File: src/hw/rtl/mktd_pkg.sv
// Shared types, constants and the letter lookup for the Morse key timing decoder.
// No dependencies; used by every module of the block.
package mktd_pkg;

    localparam int MAX_SYMBOLS = 9;
    localparam int CNT_W       = $clog2(MAX_SYMBOLS + 1);
    localparam int TICK_W      = 16;
    localparam int CFG_W       = 16;
    localparam int CFG_AW      = 3;
    localparam int CFG_NUM     = 8;
    localparam int FIFO_DEPTH  = 4;
    localparam int FIFO_AW     = $clog2(FIFO_DEPTH);

    localparam logic [CFG_AW-1:0] CFG_DOT_MIN    = 3'd0;
    localparam logic [CFG_AW-1:0] CFG_DOT_MAX    = 3'd1;
    localparam logic [CFG_AW-1:0] CFG_DASH_MIN   = 3'd2;
    localparam logic [CFG_AW-1:0] CFG_DASH_MAX   = 3'd3;
    localparam logic [CFG_AW-1:0] CFG_LETTER_GAP = 3'd4;
    localparam logic [CFG_AW-1:0] CFG_WORD_GAP   = 3'd5;
    localparam logic [CFG_AW-1:0] CFG_PHRASE_GAP = 3'd6;
    localparam logic [CFG_AW-1:0] CFG_IDLE       = 3'd7;

    localparam logic [CFG_W-1:0] CFG_RESET [CFG_NUM] = '{
        16'd200, 16'd400, 16'd700, 16'd900, 16'd250, 16'd1490, 16'd3000, 16'd1000
    };

    localparam logic [1:0] KIND_LETTER = 2'd0;
    localparam logic [1:0] KIND_WORD   = 2'd1;
    localparam logic [1:0] KIND_PHRASE = 2'd2;

    localparam logic [6:0] CHAR_SPACE = 7'd32;
    localparam logic [6:0] CHAR_NONE  = 7'd0;
    localparam logic [6:0] CHAR_A     = 7'd65;

    localparam logic [2:0] MORSE_LEN [26] = '{
        3'd2, 3'd4, 3'd4, 3'd3, 3'd1, 3'd4, 3'd3, 3'd4, 3'd2, 3'd4, 3'd3, 3'd4, 3'd2,
        3'd2, 3'd3, 3'd4, 3'd4, 3'd3, 3'd3, 3'd1, 3'd3, 3'd4, 3'd3, 3'd4, 3'd4, 3'd4
    };
    localparam logic [3:0] MORSE_BITS [26] = '{
        4'd2, 4'd1, 4'd5, 4'd1, 4'd0, 4'd4, 4'd3, 4'd0, 4'd0, 4'd14, 4'd5, 4'd2, 4'd3,
        4'd1, 4'd7, 4'd6, 4'd11, 4'd2, 4'd0, 4'd1, 4'd4, 4'd8, 4'd6, 4'd9, 4'd13, 4'd3
    };

    typedef struct packed {
        logic [6:0] char_code;
        logic       word;
        logic       phrase;
    } t_evt;

    typedef enum logic [2:0] {
        SUB_LETTER = 3'b001,
        SUB_WORD   = 3'b010,
        SUB_PHRASE = 3'b100
    } t_sub;

    function automatic logic [6:0] decode_store(input logic [CNT_W-1:0] cnt,
                                                input logic [MAX_SYMBOLS-1:0] bits);
        logic [6:0] res;
        res = CHAR_SPACE;
        for (int k = 0; k < 26; k++) begin
            if (cnt == CNT_W'(MORSE_LEN[k]) && bits == MAX_SYMBOLS'(MORSE_BITS[k])) begin
                res = CHAR_A + 7'(k);
            end
        end
        return res;
    endfunction

endpackage

File: src/hw/rtl/mktd_front.sv
// Front end: config registers, press/gap timing, symbol store and letter decode.
// Emits one event bundle per tick that has results. Depends on mktd_pkg.
module mktd_front (
    input  logic                         i_clk,
    input  logic                         i_rst_n,
    input  logic                         i_cfg_we,
    input  logic [mktd_pkg::CFG_AW-1:0]  i_cfg_addr,
    input  logic [mktd_pkg::CFG_W-1:0]   i_cfg_data,
    input  logic                         i_valid,
    output logic                         o_ready,
    input  logic                         i_key,
    input  logic                         i_full,
    output logic                         o_push,
    output mktd_pkg::t_evt               o_evt
);

    logic [mktd_pkg::CFG_W-1:0]       r_cfg [mktd_pkg::CFG_NUM];
    logic                             r_held, n_held;
    logic [mktd_pkg::TICK_W-1:0]      r_hticks, n_hticks;
    logic                             r_rel, n_rel;
    logic [mktd_pkg::TICK_W-1:0]      r_gap, n_gap;
    logic [mktd_pkg::MAX_SYMBOLS-1:0] r_bits, n_bits;
    logic [mktd_pkg::CNT_W-1:0]       r_cnt, n_cnt;
    logic                             accept;
    logic                             emit;

    assign o_ready = !i_full;
    assign accept  = i_valid && !i_full;

    always_comb begin
        logic [mktd_pkg::TICK_W-1:0] gap_inc;
        logic                        gap_hit;
        n_held   = r_held;
        n_hticks = r_hticks;
        n_rel    = r_rel;
        n_bits   = r_bits;
        n_cnt    = r_cnt;
        gap_inc  = (r_rel && r_gap != '1) ? r_gap + 1'b1 : r_gap;
        n_gap    = gap_inc;
        gap_hit  = 1'b0;
        emit     = 1'b0;
        o_evt    = '0;
        if (i_key && !r_held) begin
            n_held   = 1'b1;
            n_hticks = mktd_pkg::TICK_W'(1);
            gap_hit  = r_rel && (gap_inc > r_cfg[mktd_pkg::CFG_LETTER_GAP]);
        end else if (i_key) begin
            n_hticks = (r_hticks != '1) ? r_hticks + 1'b1 : r_hticks;
        end else if (r_held) begin
            if (r_cnt < mktd_pkg::CNT_W'(mktd_pkg::MAX_SYMBOLS)) begin
                if (r_hticks > r_cfg[mktd_pkg::CFG_DOT_MIN]
                        && r_hticks < r_cfg[mktd_pkg::CFG_DOT_MAX]) begin
                    n_cnt = r_cnt + 1'b1;
                end else if (r_hticks > r_cfg[mktd_pkg::CFG_DASH_MIN]
                        && r_hticks < r_cfg[mktd_pkg::CFG_DASH_MAX]) begin
                    n_bits = r_bits | (mktd_pkg::MAX_SYMBOLS'(1) << r_cnt);
                    n_cnt  = r_cnt + 1'b1;
                end
            end
            n_held   = 1'b0;
            n_hticks = '0;
            n_rel    = 1'b1;
            n_gap    = '0;
        end
        o_evt.char_code = mktd_pkg::decode_store(n_cnt, n_bits);
        if (gap_hit) begin
            emit         = 1'b1;
            o_evt.word   = gap_inc > r_cfg[mktd_pkg::CFG_WORD_GAP];
            o_evt.phrase = gap_inc > r_cfg[mktd_pkg::CFG_PHRASE_GAP];
        end else if (n_cnt != '0 && n_gap > r_cfg[mktd_pkg::CFG_IDLE]) begin
            emit = 1'b1;
        end
        if (emit) begin
            n_bits = '0;
            n_cnt  = '0;
        end
    end

    assign o_push = accept && emit;

    always_ff @(posedge i_clk) begin
        if (!i_rst_n) begin
            r_cfg    <= mktd_pkg::CFG_RESET;
            r_held   <= 1'b0;
            r_hticks <= '0;
            r_rel    <= 1'b0;
            r_gap    <= '0;
            r_bits   <= '0;
            r_cnt    <= '0;
        end else begin
            if (i_cfg_we) begin
                r_cfg[i_cfg_addr] <= i_cfg_data;
            end
            if (accept) begin
                r_held   <= n_held;
                r_hticks <= n_hticks;
                r_rel    <= n_rel;
                r_gap    <= n_gap;
                r_bits   <= n_bits;
                r_cnt    <= n_cnt;
            end
        end
    end

endmodule

File: src/hw/rtl/mktd_queue.sv
// Short event-bundle FIFO between front and back ends.
// Register-based, depth from mktd_pkg::FIFO_DEPTH.
module mktd_queue (
    input  logic           i_clk,
    input  logic           i_rst_n,
    input  logic           i_push,
    input  mktd_pkg::t_evt i_din,
    input  logic           i_pop,
    output mktd_pkg::t_evt o_dout,
    output logic           o_full,
    output logic           o_empty
);

    mktd_pkg::t_evt                r_mem [mktd_pkg::FIFO_DEPTH];
    logic [mktd_pkg::FIFO_AW-1:0]  r_wp, r_rp;
    logic [mktd_pkg::FIFO_AW:0]    r_cnt;

    assign o_full  = (r_cnt == (mktd_pkg::FIFO_AW+1)'(mktd_pkg::FIFO_DEPTH));
    assign o_empty = (r_cnt == '0);
    assign o_dout  = r_mem[r_rp];

    always_ff @(posedge i_clk) begin
        if (i_push) begin
            r_mem[r_wp] <= i_din;
        end
    end

    always_ff @(posedge i_clk) begin
        if (!i_rst_n) begin
            r_wp  <= '0;
            r_rp  <= '0;
            r_cnt <= '0;
        end else begin
            if (i_push) begin
                r_wp <= r_wp + 1'b1;
            end
            if (i_pop) begin
                r_rp <= r_rp + 1'b1;
            end
            if (i_push && !i_pop) begin
                r_cnt <= r_cnt + 1'b1;
            end else if (!i_push && i_pop) begin
                r_cnt <= r_cnt - 1'b1;
            end
        end
    end

endmodule

File: src/hw/rtl/mktd_back.sv
// Back end: expands each event bundle into letter, word-end and phrase-clear results.
// Drives the registered output stream. Depends on mktd_pkg.
module mktd_back (
    input  logic           i_clk,
    input  logic           i_rst_n,
    input  mktd_pkg::t_evt i_evt,
    input  logic           i_empty,
    output logic           o_pop,
    output logic           o_valid,
    input  logic           i_ready,
    output logic [1:0]     o_kind,
    output logic [6:0]     o_char,
    output logic           o_last
);

    logic               r_valid, n_valid;
    logic [1:0]         r_kind, n_kind;
    logic [6:0]         r_char, n_char;
    logic               r_last, n_last;
    mktd_pkg::t_sub     r_sub, n_sub;
    logic               load;

    assign load = !r_valid || i_ready;

    always_comb begin
        n_valid = r_valid;
        n_kind  = r_kind;
        n_char  = r_char;
        n_last  = r_last;
        n_sub   = r_sub;
        o_pop   = 1'b0;
        if (load && !i_empty) begin
            n_valid = 1'b1;
            case (r_sub)
                mktd_pkg::SUB_LETTER: begin
                    n_kind = mktd_pkg::KIND_LETTER;
                    n_char = i_evt.char_code;
                    n_last = !i_evt.word && !i_evt.phrase;
                    n_sub  = i_evt.word   ? mktd_pkg::SUB_WORD :
                             i_evt.phrase ? mktd_pkg::SUB_PHRASE : mktd_pkg::SUB_LETTER;
                end
                mktd_pkg::SUB_WORD: begin
                    n_kind = mktd_pkg::KIND_WORD;
                    n_char = mktd_pkg::CHAR_NONE;
                    n_last = !i_evt.phrase;
                    n_sub  = i_evt.phrase ? mktd_pkg::SUB_PHRASE : mktd_pkg::SUB_LETTER;
                end
                default: begin
                    n_kind = mktd_pkg::KIND_PHRASE;
                    n_char = mktd_pkg::CHAR_NONE;
                    n_last = 1'b1;
                    n_sub  = mktd_pkg::SUB_LETTER;
                end
            endcase
            o_pop = n_last;
        end else if (load) begin
            n_valid = 1'b0;
        end
    end

    always_ff @(posedge i_clk) begin
        if (!i_rst_n) begin
            r_valid <= 1'b0;
            r_sub   <= mktd_pkg::SUB_LETTER;
        end else begin
            r_valid <= n_valid;
            r_sub   <= n_sub;
        end
        r_kind <= n_kind;
        r_char <= n_char;
        r_last <= n_last;
    end

    assign o_valid = r_valid;
    assign o_kind  = r_kind;
    assign o_char  = r_char;
    assign o_last  = r_last;

endmodule

File: src/hw/rtl/morse_key_timing_decoder.sv
// Morse key timing decoder, top level: front end, event FIFO, back end.
// The first result of a tick passes the event FIFO and then the output register.
// Throughput: one tick per cycle while the 4-entry FIFO has room; a tick with more
// than one result holds the output until all are taken; m_axis sets the sustained rate.
// Reset (synchronous, active low) clears timing state, store, FIFO and output and
// loads default thresholds; no clearing pass. Depends on mktd_pkg and submodules.
module morse_key_timing_decoder (
    input  logic                         i_clk,
    input  logic                         i_rst_n,
    input  logic                         i_cfg_we,
    input  logic [mktd_pkg::CFG_AW-1:0]  i_cfg_addr,
    input  logic [mktd_pkg::CFG_W-1:0]   i_cfg_data,
    input  logic                         s_axis_tvalid,
    output logic                         s_axis_tready,
    input  logic [7:0]                   s_axis_tdata,   // [0] key_level, [7:1] zero
    output logic                         m_axis_tvalid,
    input  logic                         m_axis_tready,
    output logic [15:0]                  m_axis_tdata,   // [1:0] event_kind, [8:2] char_code
    output logic                         m_axis_tlast
);

    mktd_pkg::t_evt push_evt, head_evt;
    logic           push, pop, full, empty;
    logic [1:0]     kind;
    logic [6:0]     char_code;

    mktd_front u_front (
        .i_clk      (i_clk),
        .i_rst_n    (i_rst_n),
        .i_cfg_we   (i_cfg_we),
        .i_cfg_addr (i_cfg_addr),
        .i_cfg_data (i_cfg_data),
        .i_valid    (s_axis_tvalid),
        .o_ready    (s_axis_tready),
        .i_key      (s_axis_tdata[0]),
        .i_full     (full),
        .o_push     (push),
        .o_evt      (push_evt)
    );

    mktd_queue u_queue (
        .i_clk   (i_clk),
        .i_rst_n (i_rst_n),
        .i_push  (push),
        .i_din   (push_evt),
        .i_pop   (pop),
        .o_dout  (head_evt),
        .o_full  (full),
        .o_empty (empty)
    );

    mktd_back u_back (
        .i_clk   (i_clk),
        .i_rst_n (i_rst_n),
        .i_evt   (head_evt),
        .i_empty (empty),
        .o_pop   (pop),
        .o_valid (m_axis_tvalid),
        .i_ready (m_axis_tready),
        .o_kind  (kind),
        .o_char  (char_code),
        .o_last  (m_axis_tlast)
    );

    assign m_axis_tdata = {7'd0, char_code, kind};

`ifndef SYNTHESIS
    a_no_overflow: assert property (@(posedge i_clk) disable iff (!i_rst_n)
        push |-> !full)
        else $error("event FIFO overflow");

    a_kind_range: assert property (@(posedge i_clk) disable iff (!i_rst_n)
        m_axis_tvalid |-> (kind != 2'd3))
        else $error("invalid event kind");

    a_char_zero: assert property (@(posedge i_clk) disable iff (!i_rst_n)
        (m_axis_tvalid && kind != mktd_pkg::KIND_LETTER) |-> (char_code == mktd_pkg::CHAR_NONE))
        else $error("non-letter result carries a character");

    a_follow_on: assert property (@(posedge i_clk) disable iff (!i_rst_n)
        (m_axis_tvalid && m_axis_tready && !m_axis_tlast)
            |=> (m_axis_tvalid && kind != mktd_pkg::KIND_LETTER))
        else $error("bundle continuation missing or starts a new letter");
`endif

endmodule
File: config.mk
export PLATFORM = sky130hd
export DESIGN_NAME = morse_key_timing_decoder
export DESIGN_NICKNAME = d
export VERILOG_FILES = /design/src/hw/rtl/mktd_pkg.sv /design/src/hw/rtl/mktd_front.sv /design/src/hw/rtl/mktd_queue.sv /design/src/hw/rtl/mktd_back.sv /design/src/hw/rtl/morse_key_timing_decoder.sv
export SDC_FILE = /design/constraint.sdc
export NUM_CORES = 1
export LEC_CHECK = 0
export ABC_CLOCK_PERIOD_IN_PS = 5400
export BUFFER_PORTS_ARGS = -buffer_cell sky130_fd_sc_hd__buf_2
export CAP_MARGIN = 30
export CORE_ASPECT_RATIO = 1.5
export CORE_MARGIN = 5
export CORE_UTILIZATION = 55
export CTS_CLUSTER_DIAMETER = 40
export CTS_CLUSTER_SIZE = 30
export DETAILED_ROUTE_END_ITERATION = 16
export PLACE_DENSITY_LB_ADDON = 0.05
export SETUP_SLACK_MARGIN = 0.05
export SLEW_MARGIN = 20
export SYNTH_ARGS = -nofsm -noshare
export SYNTH_HDL_FRONTEND = slang
export SYNTH_SLANG_ARGS = --single-unit
File: constraint.sdc
create_clock -name i_clk -period 5.4 [get_ports i_clk]
set_clock_uncertainty 0.1 [all_clocks]
set_input_delay 1.62 -clock i_clk [delete_from_list [all_inputs] [get_ports i_clk]]
set_output_delay 1.62 -clock i_clk [all_outputs]
set_load 0.005 [all_outputs]
Word-level counts from Yosys, hierarchy flattened
Memories as Yosys holds them, arrays and structs flattened. A register that Yosys moved wholly into a read port is not among the register bits. Cells that the tools add are included.

Register bits after elaboration: 196. Latch bits: 0. RAM bits: 36. Memory bits (read-only): 0. Input bits: 32. Output and inout port bits: 19. Logic and storage cells: 197. Memories: 1.

Memory list: u_queue.r_mem (depth 4, bits a word 9, read ports 1, clocked after memory_dff 1, wr ports 1, RTL line mktd_queue.sv:14) `mktd_pkg::t_evt r_mem [mktd_pkg::FIFO_DEPTH];`.

$add $sub $neg: 7. Multipliers: 0. Div/mod/pow operators: 0. Magnitude comparators: 11. Equality and inequality tests: 23. Shift-type cells: 1. Muxes and demuxes: 71. Bitwise gates (word level): 4. Reduce and logical (&&, ||, !) cells: 57.

Operators with widths (number): 7-bit two-way mux (26); 16-bit two-way mux (9); 128-bit bitwise mux (1); 16-bit greater-than comparator (6); 9-bit two-way mux (7); 16-bit demux with 3-bit select (1); 9-bit by 4-bit equality test with 1-bit output (second input constant) (5); 1-bit logical AND (39); 9-bit by 3-bit equality test with 1-bit output (second input constant) (4); 16-bit by 1-bit adder with 16-bit output (second input constant) (2); 16-bit < comparator (2); 16-bit inequality test (second input constant) (2); 4-bit two-way mux (7); 9-bit by 2-bit equality test with 1-bit output (second input constant) (2); 3-bit two-way mux (4); 1-bit two-way mux (10); 9-bit by 1-bit equality test with 1-bit output (second input constant) (1); 9-bit logical NOT (1); 9-bit bitwise OR (1); 1-bit by 4-bit left shift with 9-bit output (first input constant) (1); 4-bit by 2-bit equality test with 1-bit output (second input constant) (2); 1-bit logical NOT (8); 2-bit two-way mux (3); 3-bit one-hot mux with 2 select lines (1); other kinds (26) (29).

Depth between registers and ports, before layout
Gate-level depths: netlist of the first run.

Depth after elaboration: 36. Mapped depth: 27. Gate-level depth less buffers: 26.

By module
Synthesis of the first run repeated with hierarchy kept, for this count alone.

Cell total of the unflattened synthesis: 1562. Area total of the unflattened synthesis: 13441.6 um2.

By module, submodules not included: mktd_front (instances 1, cells each 1418, area each 11021.8 um2, seq. area each 3503.4 um2); mktd_queue (instances 1, cells each 90, area each 1745.4 um2, seq. area each 1261.2 um2); mktd_back (instances 1, cells each 46, area each 618.1 um2, seq. area each 380.4 um2); morse_key_timing_decoder (instances 1, cells each 8, area each 56.3 um2, seq. area each 0.0 um2).

Worst setup path after synthesis of the first run
Ideal clock, no wire load.

Path kind: input-to-reg. Start point: input s_axis_tdata[0]. End point: register u_queue.r_cnt[2] in the netlist's numbering. Library setup time: 0.070 ns. Arrival time: 5.533 ns. Data required time: 5.230 ns. Path slack: -0.303 ns. Stages on the path: 22. Path buffers: 4. Path through: clkbuf_1 nor2b_1 clkbuf_1 clkbuf_1 nor2_1 ha_1 a21o_1 a21o_1 a21o_1 a21o_1 a211oi_1 o22ai_1 a2bb2oi_1 o31ai_4 a21oi_2 buf_4 ha_1 inv_1 fa_1 xor2_1 or3_1 a21oi_1.

Longest elaborated chain between the ends: 10. Elaborated cells on any way between the ends: 17. Classes of those cells: order compare (1); mux (8); reduce/logical (8).

RTL lines: start, declared (RTL line morse_key_timing_decoder.sv:15) `input logic [7:0] s_axis_tdata,`; 16-bit two-way mux / 1-bit logical AND (equally long branches) (RTL line mktd_front.sv:47, mktd_front.sv:43); 16-bit two-way mux (*) (RTL line mktd_front.sv:43) `if (i_key && !r_held) begin`; net u_front.n_gap (one bit) (RTL line mktd_front.sv:21) `logic [mktd_pkg::TICK_W-1:0] r_gap, n_gap;`; 16-bit greater-than comparator (*) (RTL line mktd_front.sv:70) `end else if (n_cnt != '0 && n_gap > r_cfg[mktd_pkg::CFG_IDLE]) begin`; 1-bit logical AND (*) (RTL line mktd_front.sv:70); 1-bit two-way mux (*) (RTL line mktd_front.sv:70); 1-bit two-way mux (*) (RTL line mktd_front.sv:66) `if (gap_hit) begin`; 1-bit logical AND (*) (RTL line mktd_front.sv:79) `assign o_push = accept && emit;`; net push (RTL line morse_key_timing_decoder.sv:23) `logic push, pop, full, empty;`; 1-bit logical NOT (RTL line mktd_queue.sv:42) `end else if (!i_push && i_pop) begin`; 1-bit logical AND (RTL line mktd_queue.sv:42); 2-bit nonzero test (no source line); end signal, assigned (RTL line mktd_queue.sv:41) `r_cnt <= r_cnt + 1'b1;`; end signal, assigned (RTL line mktd_queue.sv:43) `r_cnt <= r_cnt - 1'b1;`; end, declared (RTL line mktd_queue.sv:16) `logic [mktd_pkg::FIFO_AW:0] r_cnt;`.

Mark *: on every way through the listed nets, which the timed path passes. The rest lies on a longest branch. A chain may end at the register's enable or synchronous reset.

Final worst setup path of the first run
Start point: register u_front.r_gap[6] in the netlist's numbering. End point: register u_queue.r_cnt[2] in the netlist's numbering.

Longest elaborated chain between the ends: 14. Elaborated cells on any way between the ends: 20. Classes of those cells: add/sub (1); order compare (2); eq/ne (1); mux (8); reduce/logical (8).

RTL lines: start, declared (RTL line mktd_front.sv:21); start signal, assigned (RTL line mktd_front.sv:98) `r_gap <= n_gap;`; branches (longest 2 deep; another with 16-bit by 1-bit adder with 16-bit output); 16-bit two-way mux (*) (RTL line mktd_front.sv:38) `gap_inc = (r_rel && r_gap != '1) ? r_gap + 1'b1 : r_gap;`; 16-bit two-way mux (RTL line mktd_front.sv:49) `end else if (r_held) begin`; 16-bit two-way mux (RTL line mktd_front.sv:47) `end else if (i_key) begin`; 16-bit two-way mux (RTL line mktd_front.sv:43); 16-bit greater-than comparator (RTL line mktd_front.sv:70); 1-bit logical AND (RTL line mktd_front.sv:70); 1-bit two-way mux (RTL line mktd_front.sv:70); 1-bit two-way mux (*) (RTL line mktd_front.sv:66); 1-bit logical AND (*) (RTL line mktd_front.sv:79); 1-bit logical NOT (RTL line mktd_queue.sv:42); 1-bit logical AND (RTL line mktd_queue.sv:42); 2-bit nonzero test (no source line).

Every way passes the cells marked *.

==> results.yml, run 1 <==
status:
  status: "finished clean"
layout:
  drive_gt1_share_pct: 11.6
  finalNonFillerCells: 1937
  areaGrowthSynthToFinish_pct: 12.3
  diodes: 0
  seq_area_um2: 5150
  n_fill_cell: 2135
  nets: 1768
  multiInputGateArea_um2: 7280
power_and_ir_drop:
  leakagePower_nw: 6.22
  powerDensity_nw_per_um2: 277
  irDropWorstVdd_mv: 0.376
clock_network:
  cts_tree: "built"
  holdBufCountCts: 0
  clkTransAtPathRegs_ns: 0.07
  cts_max_level: 1
  clk_path_buf_depth: 3
  clock_latency_ns: 0.57
  cts.sinks: 234
  cts_inserted_buffers: 29
  root_buffer: "clkbuf_16"
route:
  drt_first_iter_violations: 521
  drc_errors: 0
  post_drt_wl_per_cell_um: 17.4
  routed_wl_um: 33600
  vias: 10928
  detail-route-antenna-nets: 0
  via_per_inst: 5.64
  drt-pass1-iter-count: 5
placement:
  io_buffers: 36
  dpl.hpwl_um: 24600
  place.gp.congestion: 0.867
  pre_cts_ws_ns: 0.0764
  dp_cells: 1879
global_routing:
  grt_max_degree: 54
  grt_antenna_before_repair: 0
  grt_pass1_wl_um: 54400
  track_usage_pct: 24.6
  grt_pass1_vias: 10716
  globalRouteOverflowTotal: 0
floorplan:
  num_io_pins: 51
  die_w_um: 137
  start_util_pct: 55.9
  fp.dieArea_um2: 27400
  chipHeight_um: 200
  core_area_um2: 23700
  placementRows: 69
sta:
  final_hold_viol_count: 0
  slew_viol_final: 0
  final.setup.tns_ns: 0
  max_freq_mhz: 198
  slew_headroom_pct: 38.6
  tightest_slew_ns: 0.913
  period_minus_slack_ns: 5.05
  setup-violations-final: 0
  fin_ws_ns: 0.352
  rsz0062_at_grt: "false"
  period_share_pct: 93.5
synthesis:
  ys_ff_latch: 234
  seq_area_frac_synth_pct: 38.7
  synth_cell_type_count: 82
  synth-async-reset-ratio_pct: 0
  synth-edff-count: 46
  synth_flop_cell: "dfxtp_1"
  synth_area_um2: 13300
  synthCells: 1572
  synth_warnings: 0
  synth_area_per_cell_um2: 8.45
critical_path:
  worstPathRequired_ns: 5.79
  critPathSlowestCell: "o41ai_2"
  critPathMaxFanout: 5
  critPathMaxStageDelay_ns: 0.43
  critPathCaptureType: "flip-flop"
  path_class: "reg -> reg"
  start_kind: "flip-flop"
  crit_path_frequent_cell: "a21oi_1"
  cp.arrival_ns: 5.44
min_path:
  hold_class: "reg -> reg"
job:
  max_cap_viol_count: 0
-- where the power goes --
part | leakage, nW | switching [mW] | internal (mW) | total [mW]
sequential | 1.92 | 0.0242 | 1.82 | 1.84
clock | 0.507 | 0.914 | 1.13 | 2.04
combinational | 3.79 | 0.169 | 0.0790 | 0.248
total | 6.22 | 1.11 | 3.02 | 4.13
-- cells by family after synthesis --
logic type                 count (synthesis)  synth area share, %
muxes                                     14                 1.91
AOI/OAI and AO/OA                        342                 17.2
buffers and inverters                    237                 7.21
xor gates and xnor gates                  33                 2.18
DFF                                      234                 38.7
other                                      1               0.0282
and+or+nand+nor                          570                 19.4
adders and majority gates                141                 13.3
-- path summary, 6_finish.rpt --
path                        to               from  depth (start not counted)  slack (ns)
max           u_queue.r_cnt[2]   u_front.r_gap[6]                         27        0.35
min          u_front.r_cfg[64]  u_front.r_cfg[64]                          2        0.35
min reg2reg  u_front.r_cfg[64]  u_front.r_cfg[64]                          2        0.35
max reg2reg   u_queue.r_cnt[2]   u_front.r_gap[6]                         27        0.35
-- per-layer routing --
metal | up-vias | global-route usage [%] | wire length (um)
met1 | 5161 | 30.6 | 14500
met4 | 0 | 9.27 | 1170
li1 | 5490 | - | -
met5 | - | 0 | 0
met3 | 69 | 3.19 | 1230
met2 | 208 | 43.0 | 16700
-- cells in the final DEF, fill, tap and decap left out, drive strengths merged, types with 15 or more instances in the layout --
| cell type | n |
|---|---|
| nand4 | 34 |
| a21o | 29 |
| and2 | 20 |
| inv | 161 |
| nor2 | 86 |
| o21ai | 45 |
| nor3 | 39 |
| xor2 | 15 |
| buf | 76 |
| dfxtp | 188 |
| xnor2 | 18 |
| a21oi | 144 |
| o211ai | 50 |
| edfxtp | 46 |
| nand2 | 291 |
| ha | 140 |
| nand3 | 37 |
| clkbuf | 31 |
-- synthesized netlist by cell type, types with 7 or more instances --
| cell | instances | share of area [%] |
|---|---|---|
| a211oi_1 | 10 | 0.57 |
| a21o_1 | 29 | 1.6 |
| a21oi_1 | 143 | 5.4 |
| and2_1 | 20 | 0.94 |
| and3_1 | 13 | 0.61 |
| and4_1 | 7 | 0.46 |
| buf_4 | 9 | 0.51 |
| clkbuf_1 | 57 | 1.6 |
| clkbuf_2 | 16 | 0.60 |
| dfxtp_1 | 188 | 28 |
| edfxtp_1 | 46 | 10 |
| ha_1 | 140 | 13 |
| inv_1 | 147 | 4.2 |
| mux4_2 | 9 | 1.5 |
| nand2_1 | 291 | 8.2 |
| nand2b_1 | 11 | 0.52 |
| nand3_1 | 37 | 1.4 |
| nand4_1 | 34 | 1.6 |
| nor2_1 | 85 | 2.4 |
| nor2b_1 | 12 | 0.57 |
| nor3_1 | 36 | 1.4 |
| nor4_1 | 7 | 0.33 |
| o211ai_1 | 49 | 2.8 |
| o21ai_0 | 41 | 1.5 |
| xnor2_1 | 18 | 1.2 |
| xor2_1 | 15 | 0.99 |
-- critical path: cells and delay by family, from the launching register on --
| family | cells | cell delay, ns |
|---|---|---|
| AND/OR/NAND/NOR | 11 | 1.67 |
| AO/OA/AOI/OAI | 8 | 1.51 |
| adder cells (fa/ha/maj) | 3 | 0.59 |
| buffers and inverters | 3 | 0.39 |
| flip-flops | 1 | 0.37 |
| XOR/XNOR | 2 | 0.32 |
-- stage by stage --
stage               instance area [um2]  hold WS (ns)  utilization, %  power [mW]
floorplan                         13300         0.334               -        2.04
global placement                  13800         0.341            58.0        2.12
detailed placement                13800         0.344            58.0        2.13
CTS                               14800         0.352            62.4        4.17
global route                      14900         0.368            62.8        4.29
finish                            14900         0.353            62.8        4.13
-- sequential cells by signal (all words and copies together) (netlist names), 4 cells and up, named ones only --
signal / flops
u_front.r_cnt: 4
u_front.r_gap: 16
u_front.r_cfg: 128
u_front.r_hticks: 16
u_front.r_bits: 9
u_queue.r_mem: 36
u_back.o_char: 7
-- repair_timing --
item | 4_1_cts | 5_1_grt
setup endpoints to repair | 0 | 38
setup buffers | 0 | 3
gates resized for setup | 0 | 17
-- area by class of cell --
type	count	area share [%]
clock buffer	31	4.98
clock inverter	23	1.99
inverter	147	3.72
multi-input combinational	1107	48.9
sequential	234	34.5
tap	319	2.68
timing repair buffer	76	3.25
(Power assumes the default switching activity.)
==> run 2, diff against run 1 <==
Settings changed: CORE_UTILIZATION 55 to 57.
==> run 2 against run 1 <==
  * Sequential power is essentially flat
  * Via count grew 2.2%
  * Sequential share of layout area grew 0.25 points
  * Core utilization grew 1.7 points
  * Fmax is 0.78% lower
  * Critical path type unchanged
  * Critical endpoint unchanged
==> results.yml, run 2 (synthesis results as in run 1) <==
floorplan:
  placementRows: 68
  core_area_um2: 23000
  num_io_pins: 51
  die_w_um: 135
  chipHeight_um: 197
  fp.dieArea_um2: 26500
  start_util_pct: 57.8
clock_network:
  root_buffer: "clkbuf_16"
  cts_inserted_buffers: 28
  clock_latency_ns: 0.55
  clkTransAtPathRegs_ns: 0.06
  cts_max_level: 1
  holdBufCountCts: 0
  clk_path_buf_depth: 3
  cts.sinks: 234
  cts_tree: "built"
critical_path:
  start_kind: "flip-flop"
  crit_start: "u_front.r_gap[6]"
  worstPathRequired_ns: 5.77
  path_class: "reg -> reg"
  critPathCaptureType: "flip-flop"
  cp.arrival_ns: 5.46
  critPathMaxFanout: 5
  reg2reg_from: "u_front.r_gap[6]"
placement:
  dp_cells: 1840
  place.gp.congestion: 0.922
  io_buffers: 36
  pre_cts_ws_ns: 0.0214
  dpl.hpwl_um: 25500
layout:
  multiInputGateArea_um2: 7290
  seq_area_um2: 5150
  layout_common_cells: "nand2_1, dfxtp_1, inv_1"
  final_common_cell: "nand2_1"
  largest_registers: "u_front.r_cfg: 128 flops, u_queue.r_mem: 36 flops"
  areaGrowthSynthToFinish_pct: 11.6
  diodes: 0
  drive_gt1_share_pct: 11.5
  largest_reg_flops: 128
  finalNonFillerCells: 1899
  n_fill_cell: 1991
  nets: 1770
  regMostFlops: "u_front.r_cfg"
route:
  vias: 11171
  detail-route-antenna-nets: 0
  post_drt_wl_per_cell_um: 18.6
  drc_errors: 0
  routed_wl_um: 35400
  drt-pass1-iter-count: 5
  drt_first_iter_violations: 637
  via_per_inst: 5.88
sta:
  setup-violations-final: 0
  final_hold_viol_count: 0
  period_minus_slack_ns: 5.09
  slew_viol_final: 0
  final.setup.tns_ns: 0
  rsz0062_at_grt: "false"
  period_share_pct: 94.2
  timing.hold.ws_ns: 0.351
  fin_ws_ns: 0.313
  max_freq_mhz: 197
  slew_headroom_pct: 44.4
  tightest_slew_ns: 0.835
status:
  status: "finished clean"
global_routing:
  grt_pass1_vias: 10718
  grt_use_met3_pct: 2.53
  track_usage_pct: 26.4
  globalRouteOverflowTotal: 0
  grt_util_met1_pct: 32.5
  grt_antenna_before_repair: 0
  grt.busiest_layer: "met2"
  grt_pass1_wl_um: 56300
  grt_max_degree: 73
  grt_use_met2_pct: 47.3
power_and_ir_drop:
  irDropWorstVdd_mv: 0.288
  power_mw: 4.05
  leakagePower_nw: 6.21
  powerDensity_nw_per_um2: 273
job:
  max_cap_viol_count: 0
min_path:
  hold_class: "reg -> reg"
  hold_path_startpoint: "u_front.r_cfg[14]"
==> run 2: worst paths after layout <==
| kind | end | slack (ns) | depth (start not counted) |
|---|---|---|---|
| worst max-delay path | u_queue.r_cnt[2] | 0.31 | 25 |
| worst min register to register | u_front.r_cfg[14] | 0.35 | 2 |
| worst min-delay path | u_front.r_cfg[14] | 0.35 | 2 |
| worst max register to register | u_queue.r_cnt[2] | 0.31 | 25 |
==> run 2: where the power goes <==
group / switching [mW] / internal (mW) / leakage (nW) / total (mW)
logic: 0.170 / 0.0780 / 3.81 / 0.248
registers: 0.0245 / 1.82 / 1.92 / 1.84
clock network: 0.814 / 1.14 / 0.473 / 1.96
==> run 2: final cells by class <==
cell class	count	area share, %
sequential	234	34.8
multi-input combinational	1107	49.2
timing repair buffer	79	3.38
clock inverter	18	1.31
tap	280	2.36
clock buffer	34	5.24
inverter	147	3.74
==> run 2: metal layers <==
| layer | wire [um] | share of wire (%) | up-vias |
|---|---|---|---|
| met5 | 0 | 0 | - |
| met4 | 1400 | 4.0 | 0 |
| met3 | 1680 | 4.8 | 86 |
| met2 | 17800 | 50 | 282 |
| met1 | 14500 | 41 | 5305 |
| li1 | - | - | 5498 |
==> run 2: critical path: stages, from the launching register on <==
cell	delay, ns
dfxtp_4	0.37
and4_4	0.24
nand4_1	0.17
nor2_2	0.20
nand4_1	0.17
o21a_2	0.29
buf_4	0.14
nand2_1	0.05
nand2_1	0.18
and2_1	0.25
ha_1	0.28
nand4_1	0.12
nor2_1	0.11
a211o_1	0.10
a21o_1	0.12
a211oi_1	0.07
o22ai_1	0.17
a2bb2oi_2	0.25
o31ai_4	0.12
a21oi_4	0.30
ha_4	0.19
inv_1	0.05
fa_1	0.37
xor2_1	0.17
or3_1	0.30
a21oi_1	0.13
==> run 2: through the flow <==
| stage | instance area [um2] | util, % |
|---|---|---|
| after floorplan | 13300 | - |
| after global routing | 14800 | 64.5 |
| after global placement | 13700 | 59.7 |
| after CTS | 14700 | 64.0 |
| after detailed placement | 13700 | 59.7 |
| final | 14800 | 64.5 |
==> run 2: repair_timing <==
action                                  CTS  global route
setup buffers                             0             6
resized for setup                         0            18
endpoints found under the setup margin    0            30
==> run 3, diff against run 2 <==
Settings changed: ABC_AREA from default to 1.
==> run 3 against run 2 <==
  * First-iteration DRC count is 28% lower
  * Cell count rose by 5.3%
  * Sequential share of layout area rose by 0.53 points
  * Register-to-register slack gained 0.09 ns
  * Global-route usage is 1.8 points lower
  * Wire length down 9.1%
  * Flip-flop and latch count is the same
  * Highest routed layer unchanged
==> results.yml, run 3 <==
power_and_ir_drop:
  irDropWorstVdd_mv: 0.265
  powerDensity_nw_per_um2: 335
  leakagePower_nw: 6.62
clock_network:
  clock_latency_ns: 0.56
  cts_tree: "built"
  holdBufCountCts: 0
  cts_inserted_buffers: 31
  cts.sinks: 234
  cts_max_level: 1
  clkTransAtPathRegs_ns: 0.07
  clk_path_buf_depth: 3
  root_buffer: "clkbuf_16"
status:
  status: "finished clean"
global_routing:
  grt_pass1_wl_um: 51800
  globalRouteOverflowTotal: 0
  grt_antenna_before_repair: 0
  grt_max_degree: 89
  grt_pass1_vias: 10383
  track_usage_pct: 24.6
min_path:
  hold_class: "reg -> reg"
route:
  detail-route-antenna-nets: 0
  vias: 10826
  routed_wl_um: 32100
  post_drt_wl_per_cell_um: 16.1
  drc_errors: 0
  drt_first_iter_violations: 459
  via_per_inst: 5.42
  drt-pass1-iter-count: 5
layout:
  drive_gt1_share_pct: 10.9
  nets: 1871
  layout_common_cells: "inv_1, nand2_1, a21oi_1"
  largest_reg_flops: 128
  regMostFlops: "u_front.r_cfg"
  final_common_cell: "inv_1"
  fin_util_pct: 65.1
  areaGrowthSynthToFinish_pct: 12.6
  largest_registers: "u_front.r_cfg: 128 flops, u_queue.r_mem: 36 flops"
  diodes: 0
critical_path:
  worstPathRequired_ns: 5.79
  crit_path_frequent_cell: "nand2_1"
  start_kind: "flip-flop"
  critPathCaptureType: "flip-flop"
  critPathSlowestCell: "fa_1"
  critPathMaxStageDelay_ns: 0.38
  critPathMaxFanout: 4
  cp.arrival_ns: 5.38
  path_class: "reg -> reg"
  r2r_slack_ns: 0.40
sta:
  period_minus_slack_ns: 5.00
  max_freq_mhz: 200
  final.setup.tns_ns: 0
  slew_headroom_pct: 42.6
  period_share_pct: 92.6
  slew_viol_final: 0
  setup-violations-final: 0
  rsz0062_at_grt: "false"
  final_hold_viol_count: 0
  tightest_slew_ns: 0.862
synthesis:
  synth_area_um2: 12900
  ys_ff_latch: 234
  synth_common_cells: "inv_1, nand2_1, a21oi_1, dfxtp_1, nor2_1"
  synth_flop_cell: "dfxtp_1"
  synth-async-reset-ratio_pct: 0
  synth_top_area_share_pct: 29.1
  synth_warnings: 0
  synth_cell_type_count: 58
  synth_top_area_cell: "dfxtp_1"
  seq_area_frac_synth_pct: 39.7
  yosysMostFrequentCell: "inv_1"
  synth_area_per_cell_um2: 7.84
  synth-edff-count: 46
  synthCells: 1652
  synth.top_cells.by_area: "dfxtp_1, ha_1, edfxtp_1"
floorplan:
  placementRows: 67
  chipHeight_um: 195
  start_util_pct: 57.8
  num_io_pins: 51
  die_w_um: 133
  core_area_um2: 22400
  fp.dieArea_um2: 25900
placement:
  dpl.hpwl_um: 23500
  place.gp.congestion: 0.900
  io_buffers: 36
job:
  max_cap_viol_count: 0
## run 3: cell count changes after synthesis, moves of 29 or more
cell,before,now
inv_1,147,250
o21ai_0,41,138
nor2_1,85,164
a21o_1,29,0
a21oi_1,143,192
nand2_1,291,239
## run 3: area by class of cell
type | instances | area [um2]
Timing Repair Buffer | 59 | 355
Clock buffer | 31 | 776
Tap cell | 276 | 345
Fill cell | 2017 | 7810
Sequential cell | 234 | 5140
Clock inverter | 27 | 302
Inverter | 264 | 991
Multi-Input combinational cell | 1108 | 6660
## run 3: cells by family after synthesis
| family | after synthesis | share of synthesized area, % |
|---|---|---|
| AND/OR/NAND/NOR | 529 | 18.3 |
| AO/OA/AOI/OAI | 415 | 17.8 |
| buffers and inverters | 316 | 9.38 |
| flip-flops | 234 | 39.7 |
| adder cells (fa/ha/maj) | 141 | 13.7 |
| XOR/XNOR | 16 | 1.08 |
| other | 1 | 0.0290 |
## run 3: per-stage QoR
stage | hold WS (ns) | worst slack (ns) | area (um2) | power, mW | cells
6_report | 0.352 | 0.402 | 14600 | 4.88 | 1999
5_1_grt | 0.375 | 0.00648 | 14600 | 5.11 | 1999
4_1_cts | 0.359 | 0.130 | 14500 | 4.91 | 1994
3_5_place_dp | 0.350 | 0.159 | 13400 | 2.81 | 1936
3_3_place_gp | 0.340 | 0.276 | 13400 | 2.78 | 1935
2_1_floorplan | 0.326 | 0.772 | 13000 | 2.53 | 1658
## run 3: path summary, 6_finish.rpt
kind	from	endpoint	depth (start not counted)
setup / recovery	u_front.r_gap[0]	u_queue.r_cnt[2]	31
hold / removal	u_front.r_bits[4]	u_front.r_bits[4]	2
setup reg to reg	u_front.r_gap[0]	u_queue.r_cnt[2]	31
hold reg to reg	u_front.r_bits[4]	u_front.r_bits[4]	2
## run 3: what timing repair did
item | 4_1_cts | 5_1_grt
endpoints found under the setup margin | 0 | 2
buffers inserted | 0 | 3
endpoints found under the hold margin | 0 | 0
resized for setup | 0 | 9
## run 3: where the power goes
part           leakage [nW]  switching [mW]  internal [mW]
Combinational          4.12           0.515          0.257
Sequential             1.97          0.0766           1.92
Clock                 0.526           0.934           1.17
## run 3: critical path: cells and delay by family, from the launching register on
family	cells	cell delay, ns
AND/OR/NAND/NOR	16	2.05
adder cells (fa/ha/maj)	4	1.04
AO/OA/AOI/OAI	6	0.89
flip-flops	1	0.36
buffers and inverters	4	0.33
XOR/XNOR	1	0.14
## run 3: routing by layer
layer,track usage (%),wire [um],vias to the layer above
met5,0,0,-
met2,46.9,16900,206
li1,-,-,5579
met1,27.7,12800,4970
met3,2.53,1090,71
met4,9.17,1240,0
